$ cat config.mk
export PLATFORM = sky130hd
export DESIGN_NAME = ksr_ctrl
export DESIGN_NICKNAME = d
export VERILOG_FILES = /design/src/rtl/core/assert_macros.svh /design/src/rtl/core/ksr_pkg.sv /design/src/rtl/core/ksr_ctrl.sv
export SDC_FILE = /design/constraint.sdc
export NUM_CORES = 1
export LEC_CHECK = 0
export BUFFER_PORTS_ARGS = -buffer_cell sky130_fd_sc_hd__buf_2
export CORE_UTILIZATION = 55
export CTS_CLUSTER_DIAMETER = 80
export DETAILED_ROUTE_END_ITERATION = 8
export GPL_TIMING_DRIVEN = 0
export MAX_ROUTING_LAYER = met4
export PLACE_DENSITY = 0.81
export SKIP_LAST_GASP = 1
export SYNTH_ARGS = -nofsm -noshare
export SYNTH_HDL_FRONTEND = slang
export SYNTH_SLANG_ARGS = --single-unit
$ cat constraint.sdc
create_clock -name aclk -period 4.55 [get_ports aclk]
set_clock_uncertainty 0.15 [all_clocks]
set_input_delay 0.6825 -clock aclk [delete_from_list [all_inputs] [get_ports aclk]]
set_output_delay 0.6825 -clock aclk [all_outputs]
set_load 0.03 [all_outputs]
$ cat src/rtl/core/assert_macros.svh
// Assertion macros shared by the stencil residual RTL.
// Depends on nothing; included by files that carry concurrent assertions.
`ifndef ASSERT_MACROS_SVH
`define ASSERT_MACROS_SVH

// Property that must hold at every clock edge outside reset.
`define ASSERT_CLK(label, clk, rstn, prop, msg) \
    label: assert property (@(posedge clk) disable iff (!rstn) prop) else $error(msg);

// Condition that must never be seen at a clock edge outside reset.
`define ASSERT_NEVER(label, clk, rstn, cond, msg) \
    label: assert property (@(posedge clk) disable iff (!rstn) !(cond)) else $error(msg);

`endif

$ cat src/rtl/core/ksr_pkg.sv
// Package for the stencil residual block: widths, codes, stencil weights, payload types.
// Depends on nothing; imported by ksr_ctrl, ksr_dp and ks_stencil_residual.
`default_nettype none

package ksr_pkg;

    localparam int TAPS      = 7;
    localparam int HOLD      = TAPS - 1;
    localparam int SAMPLE_W  = 16;
    localparam int RES_W     = 48;
    localparam int SCALE_W   = 32;
    localparam int CFG_IDX_W = 2;
    localparam int FILL_W    = 3;

    // Stencil sums, pre-scaled by the constant parts of their weights.
    localparam int SUM_W     = 32;
    localparam int LAP_W     = 29;
    localparam int HYP_W     = 30;
    localparam int GMAG_W    = 22;
    localparam int GSQ_W     = 2 * GMAG_W;
    localparam int GSQ_HALF  = GMAG_W;
    localparam int LAP_MUL   = 5;
    localparam int HYP_MUL   = 75;

    // Shared multiplier and accumulator.
    localparam int MUL_B_W   = 32;
    localparam int PROD_W    = 64;
    localparam int ACC_W     = 80;
    localparam int MAG_W     = ACC_W - 1;
    localparam int LAP_SHIFT = 15;
    localparam int HYP_SHIFT = 16;
    localparam int GHI_SHIFT = GSQ_HALF;
    localparam int MUL_OPS   = 5;
    localparam int MUL_IDX_W = $clog2(MUL_OPS);

    // The divisor is 225 * 2^29: shift first, then divide by 225.
    localparam int ROUND_SHIFT = 29;
    localparam int DIVISOR     = 225;
    localparam int REM_W       = 8;
    localparam int DIV_W       = 50;
    localparam int DIV_STEP    = 5;
    localparam int DIV_ITERS   = DIV_W / DIV_STEP;
    localparam int CNT_W       = $clog2(DIV_ITERS);

    localparam logic [MAG_W-1:0] HALF_D  = MAG_W'(DIVISOR) << (ROUND_SHIFT - 1);
    localparam logic [REM_W:0]   DIV_K   = (REM_W + 1)'(DIVISOR);
    localparam logic [DIV_W-1:0] NEG_MAG = DIV_W'(1) << (RES_W - 1);
    localparam logic [DIV_W-1:0] MAX_POS = NEG_MAG - DIV_W'(1);

    localparam int LAP_C [TAPS] = '{2, -27, 270, -490, 270, -27, 2};
    localparam int HYP_C [TAPS] = '{-1, 12, -39, 56, -39, 12, -1};
    localparam int GRD_C [TAPS] = '{-1, 9, -45, 0, 45, -9, 1};

    typedef logic [2:0] op_t;
    localparam op_t OP_NONE = 3'd0;
    localparam op_t OP_GSQ  = 3'd1;
    localparam op_t OP_LAP  = 3'd2;
    localparam op_t OP_HYP  = 3'd3;
    localparam op_t OP_GLO  = 3'd4;
    localparam op_t OP_GHI  = 3'd5;

    localparam op_t MUL_SEQ [MUL_OPS] = '{OP_GSQ, OP_LAP, OP_HYP, OP_GLO, OP_GHI};

    localparam logic [CFG_IDX_W-1:0] REG_FORM_MODE = 2'd0;
    localparam logic [CFG_IDX_W-1:0] REG_SCALE2    = 2'd1;
    localparam logic [CFG_IDX_W-1:0] REG_SCALE4    = 2'd2;

    localparam logic [SCALE_W-1:0] SCALE2_RST = 32'd107374;
    localparam logic [SCALE_W-1:0] SCALE4_RST = 32'd175922;

    typedef struct packed {
        logic signed [SAMPLE_W-1:0] sample;
        logic                       restart;
    } ksr_in_t;

    typedef struct packed {
        logic signed [RES_W-1:0] residual;
        logic                    saturated;
    } ksr_out_t;

    typedef struct packed {
        logic take;
        op_t  op;
        logic mag;
        logic rnd;
        logic div;
        logic out;
    } ksr_cmd_t;

endpackage

`default_nettype wire

$ cat src/rtl/core/ksr_ctrl.sv
// Controller of the stencil residual block: fill count, step sequencing, output valid.
// Depends on ksr_pkg; drives the datapath through ksr_cmd_t.
`default_nettype none

module ksr_ctrl (
    input  logic              aclk,
    input  logic              aresetn,
    input  logic              s_valid,
    input  logic              restart,
    output logic              s_ready,
    output logic              m_valid,
    input  logic              m_ready,
    output ksr_pkg::ksr_cmd_t cmd
);
    import ksr_pkg::*;

    localparam logic [2:0] S_IDLE  = 3'd0;
    localparam logic [2:0] S_MUL   = 3'd1;
    localparam logic [2:0] S_DRAIN = 3'd2;
    localparam logic [2:0] S_ABS   = 3'd3;
    localparam logic [2:0] S_RND   = 3'd4;
    localparam logic [2:0] S_DIV   = 3'd5;
    localparam logic [2:0] S_OUT   = 3'd6;

    logic [2:0]        state_reg, state_next;
    logic [CNT_W-1:0]  cnt_reg, cnt_next;
    logic [FILL_W-1:0] fill_reg, fill_next, fill_eff;
    logic              m_valid_reg, m_valid_next;

    always_comb begin
        state_next   = state_reg;
        cnt_next     = cnt_reg;
        fill_next    = fill_reg;
        m_valid_next = m_valid_reg;
        cmd          = '0;
        cmd.op       = OP_NONE;
        fill_eff     = restart ? '0 : fill_reg;

        if (m_valid_reg && m_ready) begin
            m_valid_next = 1'b0;
        end

        unique case (state_reg)
            S_IDLE: begin
                if (s_valid) begin
                    cmd.take = 1'b1;
                    if (fill_eff < FILL_W'(HOLD)) begin
                        fill_next = fill_eff + FILL_W'(1);
                    end else begin
                        fill_next  = fill_eff;
                        cnt_next   = '0;
                        state_next = S_MUL;
                    end
                end
            end
            S_MUL: begin
                cmd.op = MUL_SEQ[cnt_reg[MUL_IDX_W-1:0]];
                if (cnt_reg == CNT_W'(MUL_OPS - 1)) begin
                    state_next = S_DRAIN;
                end else begin
                    cnt_next = cnt_reg + CNT_W'(1);
                end
            end
            S_DRAIN: begin
                state_next = S_ABS;
            end
            S_ABS: begin
                cmd.mag    = 1'b1;
                state_next = S_RND;
            end
            S_RND: begin
                cmd.rnd    = 1'b1;
                cnt_next   = '0;
                state_next = S_DIV;
            end
            S_DIV: begin
                cmd.div = 1'b1;
                if (cnt_reg == CNT_W'(DIV_ITERS - 1)) begin
                    state_next = S_OUT;
                end else begin
                    cnt_next = cnt_reg + CNT_W'(1);
                end
            end
            S_OUT: begin
                if (!m_valid_reg || m_ready) begin
                    cmd.out      = 1'b1;
                    m_valid_next = 1'b1;
                    state_next   = S_IDLE;
                end
            end
            default: begin
                state_next = S_IDLE;
            end
        endcase
    end

    always_ff @(posedge aclk) begin
        if (!aresetn) begin
            state_reg   <= S_IDLE;
            cnt_reg     <= '0;
            fill_reg    <= '0;
            m_valid_reg <= 1'b0;
        end else begin
            state_reg   <= state_next;
            cnt_reg     <= cnt_next;
            fill_reg    <= fill_next;
            m_valid_reg <= m_valid_next;
        end
    end

    assign s_ready = (state_reg == S_IDLE);
    assign m_valid = m_valid_reg;

endmodule

`default_nettype wire

# Word-level counts from Yosys, hierarchy flattened
# Memory sizes are Yosys's and may differ from the RTL's.
# Cells that the tools add are included.
dict set report word_totals {
  memories 1
  romBits 24
  register_bits 11
  wordCells 59
}
dict set report classes {
  n_eq_ne 15
  reduce_logical 8
  mux 26
  n_bitwise 1
  n_addsub 2
  n_lt_le_gt_ge 2
}
# name words word_bits read_ports rd_clocked_by_memory_dff write_ports line
set memory_table {}
lappend memory_table {{(name not given)} 8 3 1 0 0 ksr_ctrl.sv:57} ;# cmd.op = MUL_SEQ[cnt_reg[MUL_IDX_W-1:0]];
# cell n
set ops {}
lappend ops {{two-way mux 3 bit} 10}
lappend ops {{one-hot mux 3 bit (7 select lines)} 1}
lappend ops {{two-way mux 4 bit} 4}
lappend ops {{one-hot mux 4 bit (4 select lines)} 1}
lappend ops {{!= test 2 bit (second input constant)} 7}
lappend ops {{two-way mux 1 bit} 10}
lappend ops {{AND reduction 5 bit} 2}
lappend ops {{== test 3 bit (second input constant)} 3}
lappend ops {{== test 3 x 2 -> 1 bit (second input constant)} 2}
lappend ops {{adder 4 x 1 -> 4 bit (second input constant)} 1}
lappend ops {{== test 4 x 3 -> 1 bit (second input constant)} 1}
lappend ops {{== test 4 bit (second input constant)} 1}
lappend ops {{greater-or-equal comparator 4 bit (second input constant)} 1}
lappend ops {{inverter 3 -> 4 bit} 1}
lappend ops {{nonzero test 4 bit} 1}
lappend ops {{adder 3 x 1 -> 3 bit (second input constant)} 1}
lappend ops {{== test 3 x 1 -> 1 bit (second input constant)} 1}
lappend ops {{zero test 3 bit} 1}
lappend ops {{< comparator 3 bit (second input constant)} 1}
lappend ops {{AND reduction 2 bit} 1}
lappend ops {{logical AND 1 bit} 1}
lappend ops {{zero test 1 bit} 1}
lappend ops {{logical OR 1 bit} 1}

# Longest topological paths before layout
dict set report depth {
  word_depth 5
  ltp_mapped 7
  depth_no_buf 7
}

# Worst setup path before layout
# OpenSTA, ideal clock, no wires.
dict set report synth_timing {
  path_kind {register to output}
  from {reg state_reg[2]}
  to {out cmd[2] (netlist name)}
  required_time_ps 3717
  stages_incl_launch_ff 3
  path_buffers 1
  arrival_time_ps 1289
  setup_slack_ps 2429
  path_cell_list {dfxtp_1 -> buf_6 -> nor3b_1}
}
# item line
set synth_rtl {}
lappend synth_rtl {{start: declaration} ksr_ctrl.sv:25} ;# logic [2:0] state_reg, state_next;
lappend synth_rtl {{start signal: assignment} ksr_ctrl.sv:104} ;# state_reg <= state_next;
lappend synth_rtl {{end: declaration} ksr_ctrl.sv:13} ;# output ksr_pkg::ksr_cmd_t cmd

==> key figures <==
Run status
  – Outcome: finished clean

Drt
  – Drt wl/cell: 12.0 µm
  – DRT Pass-1 Iters: 4
  – Via count: 656
  – Final WL: about 1.4 mm
  – DRC Markers: 0
  – DR iter-0 viols: 12
  – Routed Antenna Nets: 0
  – Post-DR vias/cell: 5.51

Global route
  – Initial antenna violation count: 0
  – Grt ovf: 0
  – Largest net degree at the start of global routing: 11
  – Vias in the first global route: around 570
  – Total GRT Usage: around a quarter
  – First-pass GRT wire length: 2.46 mm

Synth
  – Yosys Warn Count: 0
  – Count of cell types in the netlist: 30
  – Post-Syn Area per Cell: between 8 and 9 µm²
  – Synth Cell Area: 716 µm²
  – Register area share after synthesis: between 30% and 40%
  – Seq cells post-synth: 11
  – Cells after Synth: 88
  – Syn Nets: 98

Pwr
  – Power Density: 213 mW/mm²
  – P_sw: between 0.03 and 0.04 mW
  – Clk pwr share: a little under two fifths
  – Tot Pwr: 0.176 mW
  – Net Sw Frac: 22.4%
  – VDD IR max: 0.177 mV
  – Leakage: about 0.36 nW
  – Logic pwr share: 6.6%
  – Internal power: between 0.1 and 0.15 mW
  – Sequential power share: 55.7%

Clocking
  – # hold bufs at CTS: 0
  – Clk_lat worst skew: 0.26 ns
  – Post-CTS setup buffers: 0
  – Root Buffer: clkbuf_4
  – Clock transition at the registers of the reported paths: 0.07 ns
  – Clk buf depth: 2
  – Post-CTS Resized: 0
  – Num CTS Buffers: 3
  – Clock Sink Count: 11
  – H-tree levels: 1
  – CTS tree: built

Floorplan
  – Die X-Extent: approximately 38 µm
  – Row count: 12
  – Number of I/O pins: 15
  – Die Span Y: roughly 38 µm
  – Effective utilization at floorplan: 61.9%
  – Die area: 0.00145 mm²
  – Core area: 0.00116 mm²

Setup path
  – Crit path kind: flop to output pin
  – Crit path required time: 3.72 ns
  – CP Data Arrival Time: 1.45 ns
  – CP Launch Type: flop
  – Crit end category: output pin
  – Flop2flop setup slack: 2.86 ns
  – Crit Path Max Fanout: 5

Placed design
  – Port Buffer Count: 13
  – Routability cong.: ~0.8
  – Dpl hpwl: 1.07 mm

Timing
  – Min cycle time layout: 2.28 ns
  – Final Hold Fails: 0
  – Unrepaired setup endpoints after global routing: no
  – Max_slew headroom: 78.8%
  – Fmax: 438 MHz
  – Slew Viols, Final: 0
  – Period utilization: between 50% and 60%
  – Final setup fails: 0
  – Worst-margin pin slew: 0.318 ns
  – Final setup TNS: 0 ns

Final layout
  – Layout fillers: 106
  – Layout cells sized above 1: 24.8%
  – Area grow syn2layout: 15.2%
  – Ant diodes: 0
  – Max reg flops: 4
  – Total Nets Final: 116

Flow run
  – MaxCap Viol Count: 0

Hold path
  – HP Class: flop to flop
## placed cells by master (no fill, tap or decap), types with 2 or more instances in the layout
cell	Yosys	routed
buf_2	0	13
nor2_1	11	11
dfxtp_1	11	11
nand2_1	8	8
inv_1	7	7
nor2b_1	6	6
ha_1	5	5
a21oi_1	4	4
o21ai_0	4	4
nand3_1	4	4
a31oi_1	3	3
clkbuf_4	0	3
buf_6	2	2
nand3b_1	2	2
nand4b_1	2	2
a21o_1	2	2
a32o_1	2	2
## routing by layer
metal  vias up  GRT usage (%)  share of wire, %
li1        341              -                 -
met1       300           34.5                49
met2        13           36.0                47
met3         2           5.23               3.2
met4         0           8.04              0.42
met5         -              -                 0
## power by group through the flow
stage	Combinational [mW]	Clock, mW	Sequential, mW
2_1_floorplan	0.00778	0	0.100
3_3_place_gp	0.0112	0	0.100
3_5_place_dp	0.0116	0	0.100
4_1_cts	0.0116	0.0701	0.0978
5_1_grt	0.0130	0.0748	0.0981
6_report	0.0116	0.0662	0.0979
## layout make-up
class,count,area [µm²],share of cell area (%)
buffer,4,43.8,5.31
clock buffer,4,26.3,3.19
inverter,7,26.3,3.19
multi-input combinational,66,425,51.6
sequential,11,220,26.7
tap,14,17.5,2.12
timing repair buffer,13,65.1,7.89
## final timing paths
| path | start | endpoint | depth (start not counted) |
|---|---|---|---|
| worst min register to register | fill_reg[1] | fill_reg[1] | 2 |
| worst max register to register | cnt_reg[0] | cnt_reg[2] | 6 |
| worst min-delay path | fill_reg[1] | fill_reg[1] | 2 |
| worst max-delay path | state_reg[0] | cmd[5] | 3 |
## per-stage QoR
| stage | util, % | setup WS, ns | area [µm²] | hold slack, ns | instances |
|---|---|---|---|---|---|
| global placement | 69.0 | 2.47 | 798 | 0.348 | 115 |
| detailed placement | 69.0 | 2.45 | 798 | 0.356 | 115 |
| finish | 71.3 | 2.27 | 825 | 0.369 | 119 |
| CTS | 71.3 | 2.24 | 825 | 0.370 | 119 |
| floorplan | - | 2.43 | 716 | 0.323 | 88 |
| global route | 71.3 | 2.16 | 825 | 0.419 | 119 |
## cell usage after synthesis, drive strengths merged
| cell | instances | area (µm²) |
|---|---|---|
| nand2 | 8 | 30.0 |
| ha | 5 | 62.6 |
| nand4b | 2 | 17.5 |
| clkbuf | 1 | 13.8 |
| a32o | 2 | 20.0 |
| a22oi | 1 | 7.51 |
| a221oi | 1 | 8.76 |
| a21o | 2 | 15.0 |
| nor3 | 2 | 21.3 |
| nand3b | 2 | 15.0 |
| a31oi | 3 | 18.8 |
| nor3b | 1 | 7.51 |
| dfxtp | 11 | 220 |
| a21boi | 1 | 7.51 |
| nand2b | 1 | 6.26 |
| a31o | 1 | 8.76 |
| nand3 | 4 | 20.0 |
| nor2b | 6 | 37.5 |
| and3 | 1 | 6.26 |
| inv | 7 | 26.3 |
| a21oi | 4 | 20.0 |
| o21ai | 5 | 28.8 |
| buf | 3 | 30.0 |
| nor2 | 12 | 47.6 |
| and2 | 1 | 7.51 |
| o221a | 1 | 11.3 |
## logic make-up (layout without fill, tap and decap cells)
| logic type | Yosys count | after routing | share of synthesized area (%) |
|---|---|---|---|
| fa+ha+maj | 5 | 5 | 8.74 |
| buf+inv | 11 | 28 | 9.79 |
| compound gates | 21 | 21 | 20.5 |
| flops | 11 | 11 | 30.8 |
| simple gates | 40 | 40 | 30.2 |
## worst max-delay path, stage by stage, from the launching register on
cell and delay, ns:
dfxtp_1 0.45, nor2b_1 0.34, and3_1 0.20, buf_2 0.19
Note: power is estimated with default switching activity, not from simulation.
